--- config.mk ---
export PLATFORM = sky130hd
export DESIGN_NAME = audio_fade_envelope_top
export DESIGN_NICKNAME = d
export VERILOG_FILES = /design/src/design/afe_pkg.sv /design/src/design/audio_fade_envelope_top.sv
export SDC_FILE = /design/constraint.sdc
export NUM_CORES = 2
export LEC_CHECK = 0
export ABC_CLOCK_PERIOD_IN_PS = 10500
export BUFFER_PORTS_ARGS = -buffer_cell sky130_fd_sc_hd__clkbuf_2
export CORE_MARGIN = 3
export CORE_UTILIZATION = 55
export CTS_CLUSTER_SIZE = 8
export DETAILED_ROUTE_END_ITERATION = 16
export GPL_TIMING_DRIVEN = 0
export PLACE_DENSITY_LB_ADDON = 0.05
export SETUP_SLACK_MARGIN = 0.3
export SYNTH_ARGS = -nofsm -noshare
export SYNTH_HDL_FRONTEND = slang
export SYNTH_SLANG_ARGS = --single-unit
--- constraint.sdc ---
create_clock -name clk -period 10.5 [get_ports clk]
set_clock_uncertainty 0.2 [all_clocks]
set_input_delay 0.525 -clock clk [delete_from_list [all_inputs] [get_ports clk]]
set_output_delay 0.525 -clock clk [all_outputs]
set_load 0.005 [all_outputs]
--- src/design/afe_pkg.sv ---
// Package for the audio fade envelope: beat structs, command and register codes,
// fixed-point constants of the sine-squared table. No dependencies.
package afe_pkg;

  typedef enum logic [1:0] {
    CMD_TICK  = 2'd0,
    CMD_START = 2'd1,
    CMD_STOP  = 2'd2
  } cmd_t;

  typedef enum logic [1:0] {
    FALL_OFF  = 2'd0,
    FALL_WAIT = 2'd1,
    FALL_STEP = 2'd2
  } fall_phase_t;

  localparam logic REG_BASE_GAIN = 1'b0;
  localparam logic REG_LEVEL     = 1'b1;

  localparam logic [15:0] BASE_GAIN_RST = 16'd16384;
  localparam logic [15:0] LEVEL_RST     = 16'd32768;
  localparam logic [15:0] FACTOR_MAX    = 16'd32768;

  localparam logic [63:0] Q30_ONE     = 64'd1073741824;
  localparam logic [63:0] HALF_PI_Q30 = 64'd1686629713;
  localparam logic [63:0] SQ_ROUND    = 64'd1 << 44;
  localparam logic [63:0] TAYLOR_DIV [6] = '{64'd156, 64'd110, 64'd72, 64'd42, 64'd20, 64'd6};

  typedef struct packed {
    logic [1:0]  command;
    logic [31:0] duration_ms;
    logic [15:0] fade_ms;
  } in_beat_t;

  typedef struct packed {
    logic [15:0] gain;
    logic [15:0] fade_factor;
    logic        busy_res;
    logic        accepted;
    logic        finished;
  } out_beat_t;

endpackage

--- src/design/audio_fade_envelope_top.sv ---
// Audio fade envelope top level: sequencer, step divider, shared gain multiplier.
// Depends on afe_pkg.
//
// Each input beat (tick, start or stop) yields exactly one result beat carrying
// gain, envelope factor and status flags. A tick, a stop or a refused start goes
// from acceptance through a command state, two passes through the shared 32x16
// multiplier, a saturate state and the idle state to the next acceptance; an
// accepted start adds one more multiplier pass that divides the capped fade by
// FADE_STEPS through a reciprocal and a state for the fade-out delay subtract.
// A result held back by out_ready keeps the sequencer in its final state.
// in_ready is high only while the sequencer is idle; one finished result may wait
// in the output register while the next beat is taken. base_gain is at APB
// address 0 and listener_level at address 4.
module audio_fade_envelope_top #(
  parameter int FADE_STEPS = 16
) (
  input  logic               clk,
  input  logic               rst_n,
  input  logic               in_valid,
  output logic               in_ready,
  input  afe_pkg::in_beat_t  in_data,
  output logic               out_valid,
  input  logic               out_ready,
  output afe_pkg::out_beat_t out_data,
  input  logic               cfg_psel,
  input  logic               cfg_penable,
  input  logic               cfg_pwrite,
  input  logic [2:0]         cfg_paddr,
  input  logic [31:0]        cfg_pwdata,
  output logic [31:0]        cfg_prdata,
  output logic               cfg_pready
);

  localparam int SW = (FADE_STEPS > 1) ? $clog2(FADE_STEPS) : 1;
  localparam logic [SW-1:0] LAST_STEP = SW'(FADE_STEPS - 1);
  // exact floor division of any 16-bit value by FADE_STEPS
  localparam int RSH = 16 + $clog2(FADE_STEPS);
  localparam logic [31:0] RECIP =
    32'(((64'd1 << RSH) + 64'(FADE_STEPS - 1)) / 64'(FADE_STEPS));

  typedef enum logic [6:0] {
    ST_IDLE = 7'b0000001,
    ST_EXEC = 7'b0000010,
    ST_DIV  = 7'b0000100,
    ST_T0   = 7'b0001000,
    ST_MUL1 = 7'b0010000,
    ST_MUL2 = 7'b0100000,
    ST_FIN  = 7'b1000000
  } state_t;

  // sine-squared envelope table, built at elaboration
  logic [15:0] rom [FADE_STEPS];

  for (genvar gi = 0; gi < FADE_STEPS; gi++) begin : g_rom
    localparam logic [63:0] X   = (afe_pkg::HALF_PI_Q30 * 64'(gi)) / (FADE_STEPS - 1);
    localparam logic [63:0] X2  = (X * X) >> 30;
    localparam logic [63:0] D1  = ((X2 * afe_pkg::Q30_ONE) >> 30) / afe_pkg::TAYLOR_DIV[0];
    localparam logic [63:0] T1  = (D1 >= afe_pkg::Q30_ONE) ? 64'd0 : afe_pkg::Q30_ONE - D1;
    localparam logic [63:0] D2  = ((X2 * T1) >> 30) / afe_pkg::TAYLOR_DIV[1];
    localparam logic [63:0] T2  = (D2 >= afe_pkg::Q30_ONE) ? 64'd0 : afe_pkg::Q30_ONE - D2;
    localparam logic [63:0] D3  = ((X2 * T2) >> 30) / afe_pkg::TAYLOR_DIV[2];
    localparam logic [63:0] T3  = (D3 >= afe_pkg::Q30_ONE) ? 64'd0 : afe_pkg::Q30_ONE - D3;
    localparam logic [63:0] D4  = ((X2 * T3) >> 30) / afe_pkg::TAYLOR_DIV[3];
    localparam logic [63:0] T4  = (D4 >= afe_pkg::Q30_ONE) ? 64'd0 : afe_pkg::Q30_ONE - D4;
    localparam logic [63:0] D5  = ((X2 * T4) >> 30) / afe_pkg::TAYLOR_DIV[4];
    localparam logic [63:0] T5  = (D5 >= afe_pkg::Q30_ONE) ? 64'd0 : afe_pkg::Q30_ONE - D5;
    localparam logic [63:0] D6  = ((X2 * T5) >> 30) / afe_pkg::TAYLOR_DIV[5];
    localparam logic [63:0] T6  = (D6 >= afe_pkg::Q30_ONE) ? 64'd0 : afe_pkg::Q30_ONE - D6;
    localparam logic [63:0] S0  = (X * T6) >> 30;
    localparam logic [63:0] S   = (S0 > afe_pkg::Q30_ONE) ? afe_pkg::Q30_ONE : S0;
    localparam logic [63:0] SQ0 = (S * S + afe_pkg::SQ_ROUND) >> 45;
    localparam logic [63:0] SQ  = (SQ0 > 64'(afe_pkg::FACTOR_MAX)) ?
                                  64'(afe_pkg::FACTOR_MAX) : SQ0;
    assign rom[gi] = SQ[15:0];
  end

  state_t                 state_r, state_nxt;
  afe_pkg::in_beat_t      in_r;
  logic [15:0]            base_gain_r, level_r;
  logic                   playing_r, playing_nxt;
  logic [15:0]            factor_r, factor_nxt;
  logic [15:0]            capped_r, capped_nxt;
  logic [15:0]            period_r, period_nxt;
  logic                   rise_on_r, rise_on_nxt;
  logic [SW-1:0]          rise_step_r, rise_step_nxt;
  logic [15:0]            rise_wait_r, rise_wait_nxt;
  afe_pkg::fall_phase_t   fall_phase_r, fall_phase_nxt;
  logic [SW-1:0]          fall_step_r, fall_step_nxt;
  logic [31:0]            fall_wait_r, fall_wait_nxt;
  logic                   acc_r, acc_nxt;
  logic                   fin_r, fin_nxt;
  logic [47:0]            prod_r, prod_nxt;
  logic                   out_valid_r;
  afe_pkg::out_beat_t     out_data_r;

  logic [31:0]            mul_a;
  logic [15:0]            mul_b;
  logic [47:0]            mul_p;
  logic [15:0]            div_q;
  logic [31:0]            cap;
  logic [31:0]            t0;
  logic                   out_free;
  logic                   cfg_wr;

  assign in_ready   = (state_r == ST_IDLE);
  assign out_valid  = out_valid_r;
  assign out_data   = out_data_r;
  assign out_free   = !out_valid_r || out_ready;
  assign cfg_pready = 1'b1;
  assign cfg_wr     = cfg_psel && cfg_penable && cfg_pwrite;
  assign cfg_prdata = (cfg_paddr[2] == afe_pkg::REG_LEVEL) ? {16'd0, level_r} :
                                                              {16'd0, base_gain_r};

  // shared multiplier
  always_comb begin
    if (state_r == ST_DIV) begin
      mul_a = RECIP;
      mul_b = capped_r;
    end else if (state_r == ST_MUL2) begin
      mul_a = prod_r[31:0];
      mul_b = level_r;
    end else begin
      mul_a = {16'd0, base_gain_r};
      mul_b = factor_r;
    end
  end
  assign mul_p = 48'(mul_a) * 48'(mul_b);

  assign div_q   = mul_p[RSH +: 16];
  assign cap     = (in_r.duration_ms >= 32'd2) ? (in_r.duration_ms >> 1) : 32'd1;
  assign t0      = (in_r.duration_ms > 32'(capped_r)) ? in_r.duration_ms - 32'(capped_r)
                                                      : 32'd0;

  always_comb begin
    state_nxt      = state_r;
    playing_nxt    = playing_r;
    factor_nxt     = factor_r;
    capped_nxt     = capped_r;
    period_nxt     = period_r;
    rise_on_nxt    = rise_on_r;
    rise_step_nxt  = rise_step_r;
    rise_wait_nxt  = rise_wait_r;
    fall_phase_nxt = fall_phase_r;
    fall_step_nxt  = fall_step_r;
    fall_wait_nxt  = fall_wait_r;
    acc_nxt        = acc_r;
    fin_nxt        = fin_r;
    prod_nxt       = prod_r;
    case (state_r)
      ST_IDLE: begin
        if (in_valid) begin
          state_nxt = ST_EXEC;
        end
      end
      ST_EXEC: begin
        acc_nxt   = 1'b0;
        fin_nxt   = 1'b0;
        state_nxt = ST_MUL1;
        case (in_r.command)
          afe_pkg::CMD_TICK: begin
            if (rise_on_r) begin
              if (rise_wait_r > 16'd1) begin
                rise_wait_nxt = rise_wait_r - 16'd1;
              end else begin
                factor_nxt = rom[rise_step_r];
                if (rise_step_r == LAST_STEP) begin
                  rise_on_nxt   = 1'b0;
                  rise_step_nxt = '0;
                  rise_wait_nxt = 16'd0;
                end else begin
                  rise_step_nxt = rise_step_r + SW'(1);
                  rise_wait_nxt = period_r;
                end
              end
            end
            case (fall_phase_r)
              afe_pkg::FALL_WAIT: begin
                if (fall_wait_r > 32'd1) begin
                  fall_wait_nxt = fall_wait_r - 32'd1;
                end else begin
                  fall_phase_nxt = afe_pkg::FALL_STEP;
                  fall_step_nxt  = '0;
                  fall_wait_nxt  = 32'(period_r);
                end
              end
              afe_pkg::FALL_STEP: begin
                if (fall_wait_r > 32'd1) begin
                  fall_wait_nxt = fall_wait_r - 32'd1;
                end else if (fall_step_r == LAST_STEP) begin
                  playing_nxt    = 1'b0;
                  factor_nxt     = 16'd0;
                  rise_on_nxt    = 1'b0;
                  rise_step_nxt  = '0;
                  rise_wait_nxt  = 16'd0;
                  fall_phase_nxt = afe_pkg::FALL_OFF;
                  fall_step_nxt  = '0;
                  fall_wait_nxt  = 32'd0;
                  fin_nxt        = 1'b1;
                end else begin
                  factor_nxt    = rom[LAST_STEP - fall_step_r];
                  fall_step_nxt = fall_step_r + SW'(1);
                  fall_wait_nxt = 32'(period_r);
                end
              end
              default: ;
            endcase
          end
          afe_pkg::CMD_START: begin
            if (!playing_r) begin
              playing_nxt   = 1'b1;
              acc_nxt       = 1'b1;
              capped_nxt    = (32'(in_r.fade_ms) > cap) ? cap[15:0] : in_r.fade_ms;
              factor_nxt    = 16'd0;
              rise_on_nxt   = 1'b1;
              rise_step_nxt = '0;
              fall_step_nxt = '0;
              state_nxt     = ST_DIV;
            end
          end
          afe_pkg::CMD_STOP: begin
            rise_on_nxt    = 1'b0;
            rise_step_nxt  = '0;
            rise_wait_nxt  = 16'd0;
            fall_phase_nxt = afe_pkg::FALL_STEP;
            fall_step_nxt  = '0;
            fall_wait_nxt  = 32'(period_r);
          end
          default: ;
        endcase
      end
      ST_DIV: begin
        period_nxt    = (div_q == 16'd0) ? 16'd1 : div_q;
        rise_wait_nxt = (div_q == 16'd0) ? 16'd1 : div_q;
        state_nxt     = ST_T0;
      end
      ST_T0: begin
        if (t0 == 32'd0) begin
          fall_phase_nxt = afe_pkg::FALL_STEP;
          fall_wait_nxt  = 32'(period_r);
        end else begin
          fall_phase_nxt = afe_pkg::FALL_WAIT;
          fall_wait_nxt  = t0;
        end
        state_nxt = ST_MUL1;
      end
      ST_MUL1: begin
        prod_nxt  = mul_p;
        state_nxt = ST_MUL2;
      end
      ST_MUL2: begin
        prod_nxt  = mul_p;
        state_nxt = ST_FIN;
      end
      ST_FIN: begin
        if (out_free) begin
          state_nxt = ST_IDLE;
        end
      end
      default: state_nxt = ST_IDLE;
    endcase
  end

  always_ff @(posedge clk) begin
    if (!rst_n) begin
      state_r      <= ST_IDLE;
      base_gain_r  <= afe_pkg::BASE_GAIN_RST;
      level_r      <= afe_pkg::LEVEL_RST;
      playing_r    <= 1'b0;
      factor_r     <= 16'd0;
      capped_r     <= 16'd0;
      period_r     <= 16'd1;
      rise_on_r    <= 1'b0;
      rise_step_r  <= '0;
      rise_wait_r  <= 16'd0;
      fall_phase_r <= afe_pkg::FALL_OFF;
      fall_step_r  <= '0;
      fall_wait_r  <= 32'd0;
      acc_r        <= 1'b0;
      fin_r        <= 1'b0;
      out_valid_r  <= 1'b0;
    end else begin
      state_r      <= state_nxt;
      playing_r    <= playing_nxt;
      factor_r     <= factor_nxt;
      capped_r     <= capped_nxt;
      period_r     <= period_nxt;
      rise_on_r    <= rise_on_nxt;
      rise_step_r  <= rise_step_nxt;
      rise_wait_r  <= rise_wait_nxt;
      fall_phase_r <= fall_phase_nxt;
      fall_step_r  <= fall_step_nxt;
      fall_wait_r  <= fall_wait_nxt;
      acc_r        <= acc_nxt;
      fin_r        <= fin_nxt;
      if (cfg_wr) begin
        if (cfg_paddr[2] == afe_pkg::REG_LEVEL) begin
          level_r <= cfg_pwdata[15:0];
        end else begin
          base_gain_r <= cfg_pwdata[15:0];
        end
      end
      if (state_r == ST_FIN && out_free) begin
        out_valid_r <= 1'b1;
      end else if (out_ready) begin
        out_valid_r <= 1'b0;
      end
    end
  end

  always_ff @(posedge clk) begin
    prod_r <= prod_nxt;
    if (in_valid && in_ready) begin
      in_r <= in_data;
    end
    if (state_r == ST_FIN && out_free) begin
      out_data_r.gain        <= (prod_r[47:46] != 2'b00) ? 16'hFFFF : prod_r[45:30];
      out_data_r.fade_factor <= factor_r;
      out_data_r.busy_res    <= playing_r;
      out_data_r.accepted    <= acc_r;
      out_data_r.finished    <= fin_r;
    end
  end

`ifndef ASSERT_OFF
  a_factor_range: assert property (@(posedge clk) disable iff (!rst_n)
    factor_r <= afe_pkg::FACTOR_MAX)
    else $error("envelope factor above unity");

  a_new_beat_from_fin: assert property (@(posedge clk) disable iff (!rst_n)
    $rose(out_valid_r) |-> $past(state_r == ST_FIN))
    else $error("result beat raised outside final state");

  a_finished_idle: assert property (@(posedge clk) disable iff (!rst_n)
    out_valid_r && out_data_r.finished |-> !out_data_r.busy_res &&
      out_data_r.fade_factor == 16'd0 && !out_data_r.accepted)
    else $error("finished beat with playback still active");

  a_accepted_busy: assert property (@(posedge clk) disable iff (!rst_n)
    out_valid_r && out_data_r.accepted |-> out_data_r.busy_res)
    else $error("accepted start without busy");
`endif

endmodule
==> impl_metrics.ini <==
[status]
status = finished clean

[setup_path]
path_common_cell = fa_1
slowest_stage = fa_1
crit_fanout = 10
start_kind = register
cp-end-kind = register
crit_type = register to register
critPathMaxStageDelay_ns = 0.53
cp_data_required_time_ns = 10.76
crit_arrival_ns = 10.04

[global_routing]
grtUsageMet1 = 0.5054
grt_use_met3 = 0.07422
grtUsageTotal = 0.3506
grt_pass1_vias = 27100
grt_pass1_wl_um = 163300
met2_usage = 0.5231
grt_max_degree = 43
top_usage_layer = met2
antenna_found_initial = 5
grt_overflow = 0

[timing]
fmax_mhz = 102.3
rsz0062_at_grt = no
slew_viol_final = 0
fin_crit_sh = 0.9309
fin_ws_ns = 0.7255
relSlewSlack = 0.03525
whs_ns = 0.03306
hold_viol = 0
setup_violations = 0
tightest_slew_ns = 1.436
post-route-min-period_ns = 9.775

[clocking]
clk_latency_ns = 0.55
cts_buffer_depth = 3
cts_root_buf = clkbuf_16
ctsHtreeMaxLevel = 2
cts_tree = done
clkTransAtPathRegs_ns = 0.05
cts_made_buffers = 41
cts_sinks = 283

[detailed_routing]
drc = 0
wire_per_inst_um = 22.54
firstDrtPassIters = 6
num_vias = 28780
drt_iter0_drc = 3182
drt-total-wl_um = 107600
ant_nets = 0
vias_per_cell = 6.030

[pwr]
p_sw_mw = 0.7811
leakage_nw = 15.27
power_per_cell_area_nw_per_um2 = 79.72
pwr-share-comb = 0.138
swShare = 0.2729
pwr-share-clk = 0.440
intPower_mw = 2.081
ir_drop_mv = 0.1260
seq_power_share = 0.422

[flow_run]
max-cap-violations = 0

[placement]
dp_hpwl_um = 85300
gp_congestion = 1.005
placed_area_um2 = 33950
post-place-ws_ns = -0.7952
io_buffers = 124

[finish]
fin_util = 0.6210
final_common_cell = nand2_1
fin_area_um2 = 35900
drive_gt1_frac = 0.08785
area_growth_syn_to_layout_pct = 11.61
layout_common_cells = nand2_1, inv_1, fa_1, nor2_1, ha_1
fin_nets = 4667

[synthesis]
yosysTopAreaCell = fa_1
ys_warn_count = 0
ys_ff_latch = 283
yosysSeqAreaShare = 0.2175
async_flop_share = 0
yosys_most_used_dff = dfxtp_1
syn_area_um2 = 32160
syn_inst = 3747
syn_avg_cell_area_um2 = 8.584
synth_top_area_frac = 0.2608
synthDistinctLibCells = 84
synth.area.top_cells = fa_1, edfxtp_1, dfxtp_1, ha_1, nand2_1
synth_edf_count = 133

[worst_hold_path]
hold_class = primary input to register

[floorplanning]
num_rows = 88
core_area_um2 = 57810
start_util = 0.5564
pin_count = 162
die_width_um = 247.8
die_h_um = 247.8
dieArea_um2 = 61420
-- final cells by class --
class                           count  area, µm²
Multi-Input combinational cell   2740      22590
Fill cell                        5230      21910
Sequential cell                   283       6997
Inverter                          517       1941
Timing Repair Buffer              180       1246
Clock buffer                       68       1180
Buffer                            217      972.2
Tap cell                          765      957.2
Clock inverter                      2      13.76
Antenna cell                        1      2.502
-- routing by layer --
layer | routed length, µm | up-vias
li1 | - | 12850
met1 | 45010 | 14040
met2 | 46260 | 1627
met3 | 11980 | 265
met4 | 4354 | 0
met5 | 0 | -
-- metrics by stage --
step / power, mW / instances / setup TNS [ns]
floorplan: 1.468 / 3762 / 0
global placement: 1.592 / 4651 / -7.352
detailed placement: 1.593 / 4656 / -8.166
CTS: 2.857 / 4776 / 0
global route: 2.964 / 4772 / 0
finish: 2.862 / 4773 / 0
-- synth_stat cells (37+ instances only) --
cell	instances
nor2b_1	40
nor3_1	65
ha_1	176
and2_1	38
edfxtp_1	133
nor2_1	330
mux2i_1	37
nand2_1	549
xnor2_1	45
a21boi_0	49
a21oi_1	179
dfxtp_1	150
or3_1	41
fa_1	419
o21ai_0	148
o211ai_1	45
nand3_1	67
clkbuf_1	187
inv_1	517
-- worst paths after layout --
check                start          end  slack [ns]  depth (start not counted)
max             state_r[4]  period_r[0]        0.73                         28
min reg2reg          fin_r  out_data[0]        0.23                          0
min          cfg_pwdata[1]   level_r[1]        0.03                          3
max reg2reg     state_r[4]  period_r[0]        0.73                         28
-- sequential cells by signal, indices dropped and copies added, names as in the netlist, 2 cells and up --
| name | count |
|---|---|
| capped_r | 16 |
| state_r | 7 |
| fall_phase_r | 2 |
| out_data | 35 |
| rise_step_r | 4 |
| base_gain_r | 16 |
| in_r | 50 |
| fall_step_r | 4 |
| period_r | 16 |
| level_r | 16 |
| rise_wait_r | 16 |
| fall_wait_r | 32 |
| prod_r | 48 |
| factor_r | 16 |
-- cell families after synthesis --
group	Yosys count	share of synthesized area
DFF	283	0.2175
xor gates and xnor gates	74	0.02015
and+or+nand+nor	1319	0.1870
buffers and inverters	739	0.08873
other	2	0.0002335
adders and majority gates	595	0.3292
muxes	56	0.01817
AOI/OAI and AO/OA	679	0.1390
-- power by group through the flow --
stage          logic, mW  clock network (mW)  registers, mW
6_report           0.395                1.26           1.21
5_1_grt            0.428                1.33           1.21
4_1_cts            0.381                1.27           1.21
3_5_place_dp       0.365                   0           1.23
3_3_place_gp       0.362                   0           1.23
2_1_floorplan      0.251                   0           1.22
-- critical path, delay by kind of cell (launching register included) --
kind	cells	cell delay, ns
AND/OR/NAND/NOR	6	1.71
adder cells (fa/ha/maj)	7	3.34
buffers and inverters	6	1.08
AO/OA/AOI/OAI	9	3.02
flip-flops	1	0.34
-- repair_timing --
action                                  4_1_cts  5_1_grt
endpoints found under the setup margin       52       26
hold endpoints to repair                     50        0
buffers inserted                              0        1
hold buffers                                 50        0
gates cloned                                  0        0
pin swaps                                     0        1
gates resized for setup                      21      133
No activity file was read; power rests on OpenSTA's default activity.
